--- src/rtl/hmmws_pkg.sv ---
`timescale 1ns / 1ps
`default_nettype none
// ----------------------------------------------------------------------------
// hmmws_pkg
// Types, constants and cost arithmetic shared by the word sequence decoder.
// ----------------------------------------------------------------------------
package hmmws_pkg;

  localparam int MAX_WORDS = 512;
  localparam int WORD_BITS = $clog2(MAX_WORDS);
  localparam int NW_BITS   = WORD_BITS + 1;
  localparam int MAX_LEN   = 64;
  localparam int POS_BITS  = $clog2(MAX_LEN);
  localparam int CNT_BITS  = POS_BITS + 1;
  localparam int COST_BITS = 16;

  localparam logic [COST_BITS-1:0] COST_INF = {COST_BITS{1'b1}};

  typedef enum logic [1:0] {
    CMD_START = 2'd0,
    CMD_TRANS = 2'd1,
    CMD_EMIT  = 2'd2,
    CMD_OBS   = 2'd3
  } cmd_e;

  typedef enum logic [3:0] {
    ST_IDLE,
    ST_WORD,
    ST_SCAN,
    ST_EMIT,
    ST_WRITE,
    ST_DONE,
    ST_FIN,
    ST_FEND,
    ST_TBI,
    ST_TBR,
    ST_TBW,
    ST_ORD,
    ST_OLD,
    ST_OWAIT
  } state_e;

  // controller to datapath
  typedef struct packed {
    logic                 accept;
    logic                 best_clr;
    logic                 scan_rd;
    logic                 emit_rd;
    logic                 word_wr;
    logic                 word_off;
    logic                 fin_rd;
    logic                 tb_init;
    logic                 tb_rd;
    logic                 tb_wr;
    logic                 out_rd;
    logic                 out_ld;
    logic                 out_last;
    logic [WORD_BITS-1:0] w;
    logic [WORD_BITS-1:0] u;
    logic [CNT_BITS-1:0]  pos;
    logic [POS_BITS-1:0]  tpos;
    logic [NW_BITS-1:0]   nw;
  } dp_cmd_t;

  // datapath to controller
  typedef struct packed {
    logic out_taken;
  } dp_stat_t;

  // saturating cost sum; all-ones is absorbing
  function automatic logic [COST_BITS-1:0] cost_add(input logic [COST_BITS-1:0] a,
                                                    input logic [COST_BITS-1:0] b);
    logic [COST_BITS:0] s;
    s = {1'b0, a} + {1'b0, b};
    if (a == COST_INF || b == COST_INF) begin
      return COST_INF;
    end else if (s >= {1'b0, COST_INF}) begin
      return COST_INF - COST_BITS'(1);
    end else begin
      return s[COST_BITS-1:0];
    end
  endfunction

endpackage
`default_nettype wire

--- src/rtl/hmmws_ctrl.sv ---
`timescale 1ns / 1ps
`default_nettype none
// ----------------------------------------------------------------------------
// hmmws_ctrl
// Sequencer: step, final search, traceback and result delivery.
// ----------------------------------------------------------------------------
module hmmws_ctrl (
  input  wire logic                       clk_i,
  input  wire logic                       rst_ni,
  input  wire logic                       in_valid_i,
  output logic                            in_stall_o,
  input  wire logic [1:0]                 cmd_i,
  input  wire logic                       last_i,
  input  wire logic                       cfg_we_i,
  input  wire logic [9:0]                 cfg_wdata_i,
  input  wire hmmws_pkg::dp_stat_t        stat_i,
  output hmmws_pkg::dp_cmd_t              cmd_o
);
  import hmmws_pkg::*;

  state_e               state_q, state_d;
  logic [WORD_BITS-1:0] w_q, w_d, u_q, u_d;
  logic [CNT_BITS-1:0]  pos_q, pos_d;
  logic [POS_BITS-1:0]  tpos_q, tpos_d;
  logic                 last_q, last_d;
  logic [9:0]           num_words_q;
  logic [NW_BITS-1:0]   nw;
  logic                 accept, w_on, w_end;
  logic [CNT_BITS-1:0]  pos_m1;

  always_comb begin
    if (num_words_q == '0) begin
      nw = NW_BITS'(1);
    end else if ({1'b0, num_words_q} > 11'(MAX_WORDS)) begin
      nw = NW_BITS'(MAX_WORDS);
    end else begin
      nw = NW_BITS'(num_words_q);
    end
  end

  assign in_stall_o = (state_q != ST_IDLE);
  assign accept     = in_valid_i && !in_stall_o;
  assign w_on       = {1'b0, w_q} < nw;
  assign w_end      = (w_q == WORD_BITS'(MAX_WORDS - 1));
  assign pos_m1     = pos_q - CNT_BITS'(1);

  always_ff @(posedge clk_i or negedge rst_ni) begin
    if (!rst_ni) begin
      state_q     <= ST_IDLE;
      w_q         <= '0;
      u_q         <= '0;
      pos_q       <= '0;
      tpos_q      <= '0;
      last_q      <= 1'b0;
      num_words_q <= 10'(MAX_WORDS);
    end else begin
      state_q <= state_d;
      w_q     <= w_d;
      u_q     <= u_d;
      pos_q   <= pos_d;
      tpos_q  <= tpos_d;
      last_q  <= last_d;
      if (cfg_we_i) begin
        num_words_q <= cfg_wdata_i;
      end
    end
  end

  always_comb begin
    state_d = state_q;
    w_d     = w_q;
    u_d     = u_q;
    pos_d   = pos_q;
    tpos_d  = tpos_q;
    last_d  = last_q;
    cmd_o   = '0;
    cmd_o.accept   = accept;
    cmd_o.w        = w_q;
    cmd_o.u        = u_q;
    cmd_o.pos      = pos_q;
    cmd_o.tpos     = tpos_q;
    cmd_o.nw       = nw;
    cmd_o.out_last = ({1'b0, tpos_q} == pos_m1);
    case (state_q)
      ST_IDLE: begin
        if (accept && cmd_i == CMD_OBS) begin
          cmd_o.best_clr = 1'b1;
          last_d = last_i;
          w_d    = '0;
          if (pos_q < CNT_BITS'(MAX_LEN)) begin
            state_d = ST_WORD;
          end else if (last_i) begin
            state_d = ST_FIN;
          end
        end
      end
      ST_WORD: begin
        u_d = '0;
        if (!w_on) begin
          cmd_o.word_wr  = 1'b1;
          cmd_o.word_off = 1'b1;
          if (w_end) begin
            state_d = ST_DONE;
          end else begin
            w_d = w_q + WORD_BITS'(1);
          end
        end else if (pos_q == '0) begin
          state_d = ST_EMIT;
        end else begin
          state_d = ST_SCAN;
        end
      end
      ST_SCAN: begin
        cmd_o.scan_rd = 1'b1;
        if ({1'b0, u_q} == nw - NW_BITS'(1)) begin
          state_d = ST_EMIT;
        end else begin
          u_d = u_q + WORD_BITS'(1);
        end
      end
      ST_EMIT: begin
        cmd_o.emit_rd = 1'b1;
        state_d = ST_WRITE;
      end
      ST_WRITE: begin
        cmd_o.word_wr  = 1'b1;
        cmd_o.best_clr = 1'b1;
        if (w_end) begin
          state_d = ST_DONE;
        end else begin
          w_d     = w_q + WORD_BITS'(1);
          state_d = ST_WORD;
        end
      end
      ST_DONE: begin
        cmd_o.best_clr = 1'b1;
        pos_d = pos_q + CNT_BITS'(1);
        w_d   = '0;
        state_d = last_q ? ST_FIN : ST_IDLE;
      end
      ST_FIN: begin
        cmd_o.fin_rd = 1'b1;
        if ({1'b0, w_q} == nw - NW_BITS'(1)) begin
          state_d = ST_FEND;
        end else begin
          w_d = w_q + WORD_BITS'(1);
        end
      end
      ST_FEND: begin
        state_d = ST_TBI;
      end
      ST_TBI: begin
        cmd_o.tb_init = 1'b1;
        cmd_o.tpos    = pos_m1[POS_BITS-1:0];
        tpos_d = pos_m1[POS_BITS-1:0];
        state_d = (pos_m1 == '0) ? ST_ORD : ST_TBR;
      end
      ST_TBR: begin
        cmd_o.tb_rd = 1'b1;
        state_d = ST_TBW;
      end
      ST_TBW: begin
        cmd_o.tb_wr = 1'b1;
        tpos_d = tpos_q - POS_BITS'(1);
        state_d = (tpos_q == POS_BITS'(1)) ? ST_ORD : ST_TBR;
      end
      ST_ORD: begin
        cmd_o.out_rd = 1'b1;
        state_d = ST_OLD;
      end
      ST_OLD: begin
        cmd_o.out_ld = 1'b1;
        state_d = ST_OWAIT;
      end
      ST_OWAIT: begin
        if (stat_i.out_taken) begin
          if ({1'b0, tpos_q} == pos_m1) begin
            pos_d   = '0;
            state_d = ST_IDLE;
          end else begin
            tpos_d  = tpos_q + POS_BITS'(1);
            state_d = ST_ORD;
          end
        end
      end
      default: begin
        state_d = ST_IDLE;
      end
    endcase
  end

endmodule
`default_nettype wire

--- config.mk ---
export PLATFORM = sky130hd
export DESIGN_NAME = hmmws_ctrl
export DESIGN_NICKNAME = d
export VERILOG_FILES = /design/src/rtl/hmmws_pkg.sv /design/src/rtl/hmmws_ctrl.sv
export SDC_FILE = /design/constraint.sdc
export NUM_CORES = 1
export LEC_CHECK = 0
export ABC_AREA = 1
export CAP_MARGIN = 20
export CORE_MARGIN = 4
export CORE_UTILIZATION = 40
export CTS_BUF_LIST = sky130_fd_sc_hd__clkbuf_2
export CTS_CLUSTER_DIAMETER = 30
export DETAILED_ROUTE_END_ITERATION = 12
export DONT_BUFFER_PORTS = 1
export GPL_TIMING_DRIVEN = 0
export PLACE_DENSITY_LB_ADDON = 0.25
export SYNTH_ARGS = -nofsm -noshare
export SYNTH_HDL_FRONTEND = slang
export SYNTH_SLANG_ARGS = --single-unit
--- constraint.sdc ---
create_clock -name clk_i -period 2.84 [get_ports clk_i]
set_clock_uncertainty 0.1 [all_clocks]
set_input_delay 0.568 -clock clk_i [delete_from_list [all_inputs] [get_ports clk_i]]
set_output_delay 0.568 -clock clk_i [all_outputs]
set_load 0.01 [all_outputs]
Word level (Yosys, flattened, before mapping) --
Index checks and enable logic that the tools add are counted.
Storage, ports and cells: logic and storage cells 110, bits in registers 46, input bits 18, output and inout bits 55
Cells by class: equal/unequal tests 30, order comparisons 3, reductions and logical operators 19, muxes and demuxes 44, add/subtract/negate cells 7
Operator list (number):
- one-hot mux 4 bit (14 select lines) | 1
- 2-to-1 mux 9 bit | 5
- one-hot mux 9 bit (5 select lines) | 1
- 2-to-1 mux 4 bit | 9
- equality test 4 bit (second input constant) | 6
- equality test 9 x 10 -> 1 bit | 2
- 2-to-1 mux 10 bit | 2
- adder 9 x 1 -> 9 bit (second input constant) | 2
- 2-to-1 mux 6 bit | 3
- inequality test 2 bit (second input constant) | 9
- one-hot mux 6 bit (3 select lines) | 1
- one-hot mux 9 bit (2 select lines) | 1
- equality test 4 x 3 -> 1 bit (second input constant) | 4
- zero test 7 bit | 2
- 2-to-1 mux 7 bit | 2
- one-hot mux 7 bit (2 select lines) | 1
- 2-to-1 mux 1 bit | 11
- greater-than comparator 10 bit (second input constant) | 1
- zero test 10 bit | 1
- less-than comparator 9 x 10 -> 1 bit | 1
- subtractor 10 x 1 -> 10 bit (second input constant) | 1
- equality test 9 bit (second input constant) | 1
- equality test 4 x 2 -> 1 bit (second input constant) | 2
- adder 7 x 1 -> 7 bit (second input constant) | 1
- other kinds (24) | 33

Longest topological paths before layout --
Gate-level depths: netlist of the first run.
word-level depth 7, gate-level depth with buffers 22, gate-level depth less buffers 22

Worst setup path before layout of the first run --
Ideal clock, no wire load.
kind register to output, start register num_words_q[3], end output cmd_o[49] in the netlist's numbering, path buffers 0, path slack 0.068 ns, required time 2.172 ns, cell stages (with the launch flop) 14, arrival 2.104 ns, cell sequence dfrtp_1 -> nor2_1 -> nand3_2 -> nor2_2 -> nor2_4 -> nor2_2 -> inv_1 -> ha_1 -> inv_1 -> nor3_1 -> o211ai_1 -> o2111ai_1 -> nand2_1 -> o21ai_0
RTL lines:
- from (decl) | line hmmws_ctrl.sv:26 | logic [9:0] num_words_q;
- from (signal assigned) | line hmmws_ctrl.sv:55 | num_words_q <= 10'(MAX_WORDS);
- from (signal assigned) | line hmmws_ctrl.sv:64 | num_words_q <= cfg_wdata_i;
- to (decl) | line hmmws_ctrl.sv:17 | output hmmws_pkg::dp_cmd_t cmd_o

==> results of run 1 <==
-- registers in the layout (all words and copies together) (netlist names) --
register	count
tpos_q	6
state_q	4
last_q	1
num_words_q	10
u_q	9
w_q	9
pos_q	7
-- metal layers --
metal  global-route usage [%]  vias up
li1                         -     2006
met1                     25.1     1907
met2                     36.1      158
met3                     5.12       29
met4                     5.30        0
met5                        0        -
-- cells by family (layout without fill, tap and decap cells) --
logic type	count (synthesis)	count (layout)
muxes	2	2
and+or+nand+nor	322	322
adders and majority gates	19	19
buffers and inverters	86	134
xor gates and xnor gates	26	26
AOI/OAI and AO/OA	79	79
DFF	46	46
-- worst max-delay path by stage --
stage                               from         to  slack [ns]  cells past startpoint
after floorplan           num_words_q[3]  cmd_o[49]        0.07                     13
after global placement    num_words_q[4]  cmd_o[49]       -0.34                     13
after detailed placement  num_words_q[4]  cmd_o[49]       -0.36                     13
after CTS                 num_words_q[4]  cmd_o[49]       -0.45                     13
after global routing      num_words_q[2]  cmd_o[49]       -0.61                     13
final                     num_words_q[9]  cmd_o[49]       -0.43                     11
-- synth_stat cells, types with 2 or more instances --
master / number
nand2_1: 149
buf_4: 2
clkbuf_1: 8
nand2_2: 4
o21ai_2: 5
nand3_2: 3
or2_2: 3
ha_1: 19
nor2_1: 67
a21oi_1: 10
mux2_2: 2
xor2_1: 23
nand3_1: 57
nor4_1: 3
buf_6: 2
nand4_1: 16
nor2_4: 2
nor2_2: 4
o21ai_0: 31
o211ai_1: 7
inv_1: 72
xnor2_1: 3
o31ai_1: 6
dfrtp_1: 45
nor3_1: 4
o21ai_1: 8
nand3b_1: 6
-- through the flow --
step | area (sq um) | cells | util, % | TNS (ns) | worst slack [ns]
floorplan | 3920 | 580 | - | 0 | 0.0677
global placement | 4090 | 709 | 43.4 | -6.32 | -0.335
detailed placement | 4090 | 709 | 43.4 | -7.29 | -0.359
CTS | 4690 | 748 | 49.8 | -2.90 | -0.454
global route | 4970 | 757 | 52.8 | -9.83 | -0.608
finish | 4970 | 757 | 52.8 | -5.18 | -0.428
-- timing repair --
item                                    4_1_cts  5_1_grt
resized for setup                            70       56
gates cloned                                  1        1
hold buffers                                  2        0
setup buffers                                28        9
endpoints found under the hold margin        46        0
endpoints found under the setup margin       44       32
pin swaps                                    25       19
-- placed cells by master, fill, tap and decap left out, drive strengths merged, types with 2 or more instances in the layout --
| cell type | count |
|---|---|
| or2 | 4 |
| o31ai | 6 |
| xor2 | 23 |
| nand3b | 6 |
| xnor2 | 3 |
| dfrtp | 45 |
| mux2 | 2 |
| inv | 74 |
| nor4 | 3 |
| nand3 | 60 |
| o211ai | 7 |
| buf | 43 |
| nor2 | 73 |
| nor3 | 4 |
| a21oi | 11 |
| o21ai | 44 |
| nand2 | 154 |
| clkbuf | 13 |
| ha | 19 |
| nand4 | 16 |
| clkinv | 2 |
-- power groups by stage --
stage,clock [uW],sequential [uW],combinational [uW]
floorplan,0,979,1560
global placement,0,1040,1910
detailed placement,0,1040,1950
CTS,407,1040,2500
global route,434,1090,3220
finish,396,1060,2950
-- worst reg2reg max path, delay by kind of cell, from the launching register on --
kind / cells / cell delay, ns
simple gates: 11 / 1.35
flops: 1 / 0.48
buf+inv: 5 / 0.45
compound gates: 2 / 0.32
fa+ha+maj: 1 / 0.28
-- cell type report --
type	count	area, sq um	area share (%)
Clock inverter	3	43.8	0.880
Timing Repair Buffer	40	387	7.77
Buffer	12	72.6	1.46
Tap cell	129	161	3.24
Sequential cell	46	1160	23.3
Clock buffer	5	25.0	0.503
Multi-Input combinational cell	448	2840	57.1
Inverter	74	285	5.73
==> impl_metrics.toml, run 1 <==
[yosys]
synth_top_area_share_pct = 28.7
syn_inst = 580
async_flop_share_pct = 100
yosys.area_share.adder_pct = 6.06
yosys_warnings = 0
synth-simple-area-share_pct = 36.6
muxShareOfSynthArea_pct = 0.574
synth_cell_type_count = 46
ys_top_cells_by_area = "dfrtp_1, nand2_1, nand3_1"
syn-num-nets = 617
synth_top_family_by_area = "simple AND/OR/NAND/NOR gates"
synth_compound_area_share_pct = 12.8
synth_top_area_cell = "dfrtp_1"
synthXorXnorAreaFrac_pct = 5.80
avgSynthCellArea_sq_um = 6.77
synth_edf_count = 0
synth_area_sq_um = 3920
ys_ff_latch = 46
ys_seq_area_share_pct = 29.4
synthFlopType = "dfrtp_1"

[timing]
finalSetupViolations = 25
finalHoldViolCount = 0
relSlewSlack_pct = 46.2
whs_ns = 0.137
maxSlewViolCount = 0
post-route-period-util_pct = 115
postLayoutSetupSlackWorst_ns = -0.428
rsz0062_at_grt = "yes"
fin_crit_ns = 3.27
worst_pin_slew_ns = 0.805
fmax_mhz = 306

[hold_path]
hold_end = "num_words_q[0]"
min_path_type = "input port to flip-flop"
hold_start = "cfg_wdata_i[0]"
min_delay_path_depth = 2

[power_and_ir_drop]
p_leak_uw = 0.00227
p_total_uw = 4400
p_clk_share_pct = 9.0
ir_worst_vdd_mv = 0.569
p_comb_share_pct = 67.0
switching_share_pct = 50.6
power_switching_uw = 2230
seqPwrFrac_pct = 24.0
p_per_area_nw_per_um2 = 885
p_int_uw = 2180

[drt]
dr.pass1.iters = 5
drt_iter0_drc = 277
wl_met3_microns = 935
ant_nets = 0
met1_length_microns = 4990
routed.top_layer = "met4"
drc = 0
drt_wl_total_microns = 12200
vias_per_cell = 5.42
dr_total_vias = 4100
wl_met2_microns = 6070
avgRoutedWirePerCell_microns = 16.2

[placement]
hpwl_microns = 8610
gp_congestion = 0.897
port_buffers = 0

[layout]
layout.nets = 664
diodes = 0
area_growth_pct = 26.8
n_fill_cell = 886
final_layout_size_suffix_gt1_share_pct = 25.8

[die]
die_w_microns = 107
dieArea_sq_um = 11500
start_util_pct = 41.7
row_count = 35
die_h_microns = 107
core-area_sq_um = 9420
io_pins = 73

[run_status]
outcome = "finished with violations"
violations = "negative setup slack"

[setup_path]
crit_family = "simple AND/OR/NAND/NOR gates"
crit_buf_inv = 2
worst_r2r_startpoint = "num_words_q[2]"
timing.critical_path.mode_cell = "nor2_4"
max_stage_delay_ns = 0.59
cp_max_fo = 8
critPathLaunchType = "flip-flop"
r2r_slack_ns = -0.23
critical_path_class = "flip-flop to output pin"
cp_data_arrival_time_ns = 2.60
reg2reg_to = "state_q[3]"
critPathCaptureType = "output pin"
crit_required_ns = 2.17
reg2reg_depth = 19
path_cells = "inv_1 -> nor2_4 -> nor2_4 -> inv_2 -> ha_4 -> a21oi_2 -> o31ai_4 -> nand2_1 -> o2111ai_2 -> nand2_2 -> o21ai_4"
cpMaxStageDelayCell = "dfstp_2"

[clocking]
insertion_delay_ns = 0.44
clockBufferDepth = 2
cts_tree = "done"
clk_pin_slew_ns = 0.28
htree_levels = 2
cts_sinks = 46
numCtsBuffers = 5
cts-root-buf = "clkbuf_2"

[global_routing]
grt.total_usage_pct = 20.6
antenna_found_initial = 0
overflow = 0
grt_pass1_vias = 4049
grt_first_pass_wirelength_microns = 19300
grt_start_max_net_pins = 47

[run]
maxCapViolCount = 0
No activity file was read; power rests on OpenSTA's default activity.
==> inputs of run 2 (changes only) <==
==> constraint.sdc (replaced) <==
create_clock -name clk_i -period 3.9 [get_ports clk_i]
set_clock_uncertainty 0.1 [all_clocks]
set_input_delay 0.78 -clock clk_i [delete_from_list [all_inputs] [get_ports clk_i]]
set_output_delay 0.78 -clock clk_i [all_outputs]
set_load 0.01 [all_outputs]
==> run 2 against run 1 <==
  * The flow now finishes without violations
  * Register-to-register slack better by 0.96 ns
  * Total power down 43%
  * Cell area down 14%
  * Highest routed layer unchanged
==> impl_metrics.toml, run 2 (synthesis results as in run 1) <==
[run_status]
outcome = "complete, no violations"

[layout]
area_growth_pct = 8.58
ff_latch_area_sq_um = 1160
final_layout_size_suffix_gt1_share_pct = 9.26
reg_top3 = "num_words_q x10, u_q x9, w_q x9"
n_fill_cell = 978
layout.nets = 630
utilization_pct = 45.2
largest-register = "num_words_q"
multi_input_area_sq_um = 2460
final_common_cell = "nand2_1"
largest_register_ffs = 10
final_cell_mix = "nand2_1, inv_1, nor2_1, nand3_1, dfrtp_1"
diodes = 0
fin_area_sq_um = 4260

[drt]
avgRoutedWirePerCell_microns = 15.3
drt_wl_total_microns = 11000
dr_total_vias = 3860
drt_iter0_drc = 214
drc = 0
vias_per_cell = 5.34
ant_nets = 0
dr.pass1.iters = 5

[placement]
dp_slack_ns = 0.489
gp_congestion = 0.897
dpl_cell_area_sq_um = 4090
port_buffers = 0
hpwl_microns = 8610

[power_and_ir_drop]
p_total_uw = 2490
p_per_area_nw_per_um2 = 584
ir_worst_vdd_mv = 0.366
p_leak_uw = 0.00202

[die]
dieArea_sq_um = 11500
row_count = 35
io_pins = 73
die_h_microns = 107
start_util_pct = 41.7
die_w_microns = 107
core-area_sq_um = 9420

[setup_path]
critPathCaptureType = "output pin"
startpoint = "num_words_q[5]"
critical_path_class = "flip-flop to output pin"
worst_r2r_startpoint = "num_words_q[9]"
crit_required_ns = 3.02
r2r_slack_ns = 0.73
reg2reg_depth = 16
cp_data_arrival_time_ns = 2.79
critPathLaunchType = "flip-flop"
reg2reg_to = "w_q[8]"
cp_max_fo = 5

[hold_path]
min_delay_path_depth = 2
min_path_type = "input port to flip-flop"
hold_start = "cfg_wdata_i[9]"
hold_end = "num_words_q[9]"

[clocking]
clockBufferDepth = 2
htree_levels = 2
numCtsBuffers = 5
cts_sinks = 46
insertion_delay_ns = 0.44
cts-root-buf = "clkbuf_2"
cts_tree = "done"
clk_pin_slew_ns = 0.27

[global_routing]
antenna_found_initial = 0
grt_start_max_net_pins = 46
grt_first_pass_wirelength_microns = 17900
grt.total_usage_pct = 19.2
grt_pass1_vias = 3740
overflow = 0

[timing]
maxSlewViolCount = 0
postLayoutSetupSlackWorst_ns = 0.234
finalHoldViolCount = 0
whs_ns = 0.347
fin_crit_ns = 3.67
relSlewSlack_pct = 57.5
fmax_mhz = 273
post-route-period-util_pct = 94.0
worst_pin_slew_ns = 0.635
finalSetupViolations = 0

[run]
maxCapViolCount = 0
## run 2: cell type report
type,count,share of cell area [%]
flip-flops and latches,46,27.1
plain buffers,12,1.59
well taps,129,3.79
clock buffers,5,0.587
multi-input cells,448,57.8
inverters,74,6.52
repair buffers,6,1.59
clock inverters,3,1.03
## run 2: how the worst max path moves through the flow
| stage | to | depth (start not counted) |
|---|---|---|
| 3_3_place_gp | cmd_o[49] | 13 |
| 5_1_grt | cmd_o[48] | 13 |
| 6_report | cmd_o[48] | 13 |
| 2_1_floorplan | cmd_o[49] | 13 |
| 3_5_place_dp | cmd_o[49] | 13 |
| 4_1_cts | cmd_o[48] | 13 |
## run 2: where the power goes
| group | internal (uW) | switching (uW) | total (uW) |
|---|---|---|---|
| combinational | 482 | 965 | 1450 |
| sequential | 582 | 168 | 750 |
| clock | 110 | 181 | 291 |
## run 2: per-layer routing
layer / part of all wire, % / track usage [%]
met5: 0 / 0
met4: 1.3 / 4.47
met3: 6.7 / 5.12
met2: 48 / 32.8
met1: 44 / 24.1
## run 2: through the flow
step / TNS (ns) / cells
2_1_floorplan: 0 / 580
3_3_place_gp: 0 / 709
3_5_place_dp: 0 / 709
4_1_cts: 0 / 718
5_1_grt: -0.00125 / 723
6_report: 0 / 723
## run 2: repair_timing
item | CTS | global route
hold buffers | 1 | 1
pin swaps | 0 | 1
setup buffers | 0 | 4
gates resized for setup | 3 | 9
gates cloned | 0 | 0
endpoints found under the hold margin | 45 | 16
endpoints found under the setup margin | 1 | 2
## run 2: worst max-delay path: stages, from the launching register on
cell and delay (ns):
dfrtp_2 0.50, nor2_1 0.16, nand3_2 0.12, nor2_2 0.14, nor2_4 0.09, nor2_4 0.16, inv_1 0.08, ha_1 0.30
inv_1 0.06, nor3_1 0.19, o211ai_1 0.15, o2111ai_2 0.13, nand2_2 0.13, inv_1 0.12
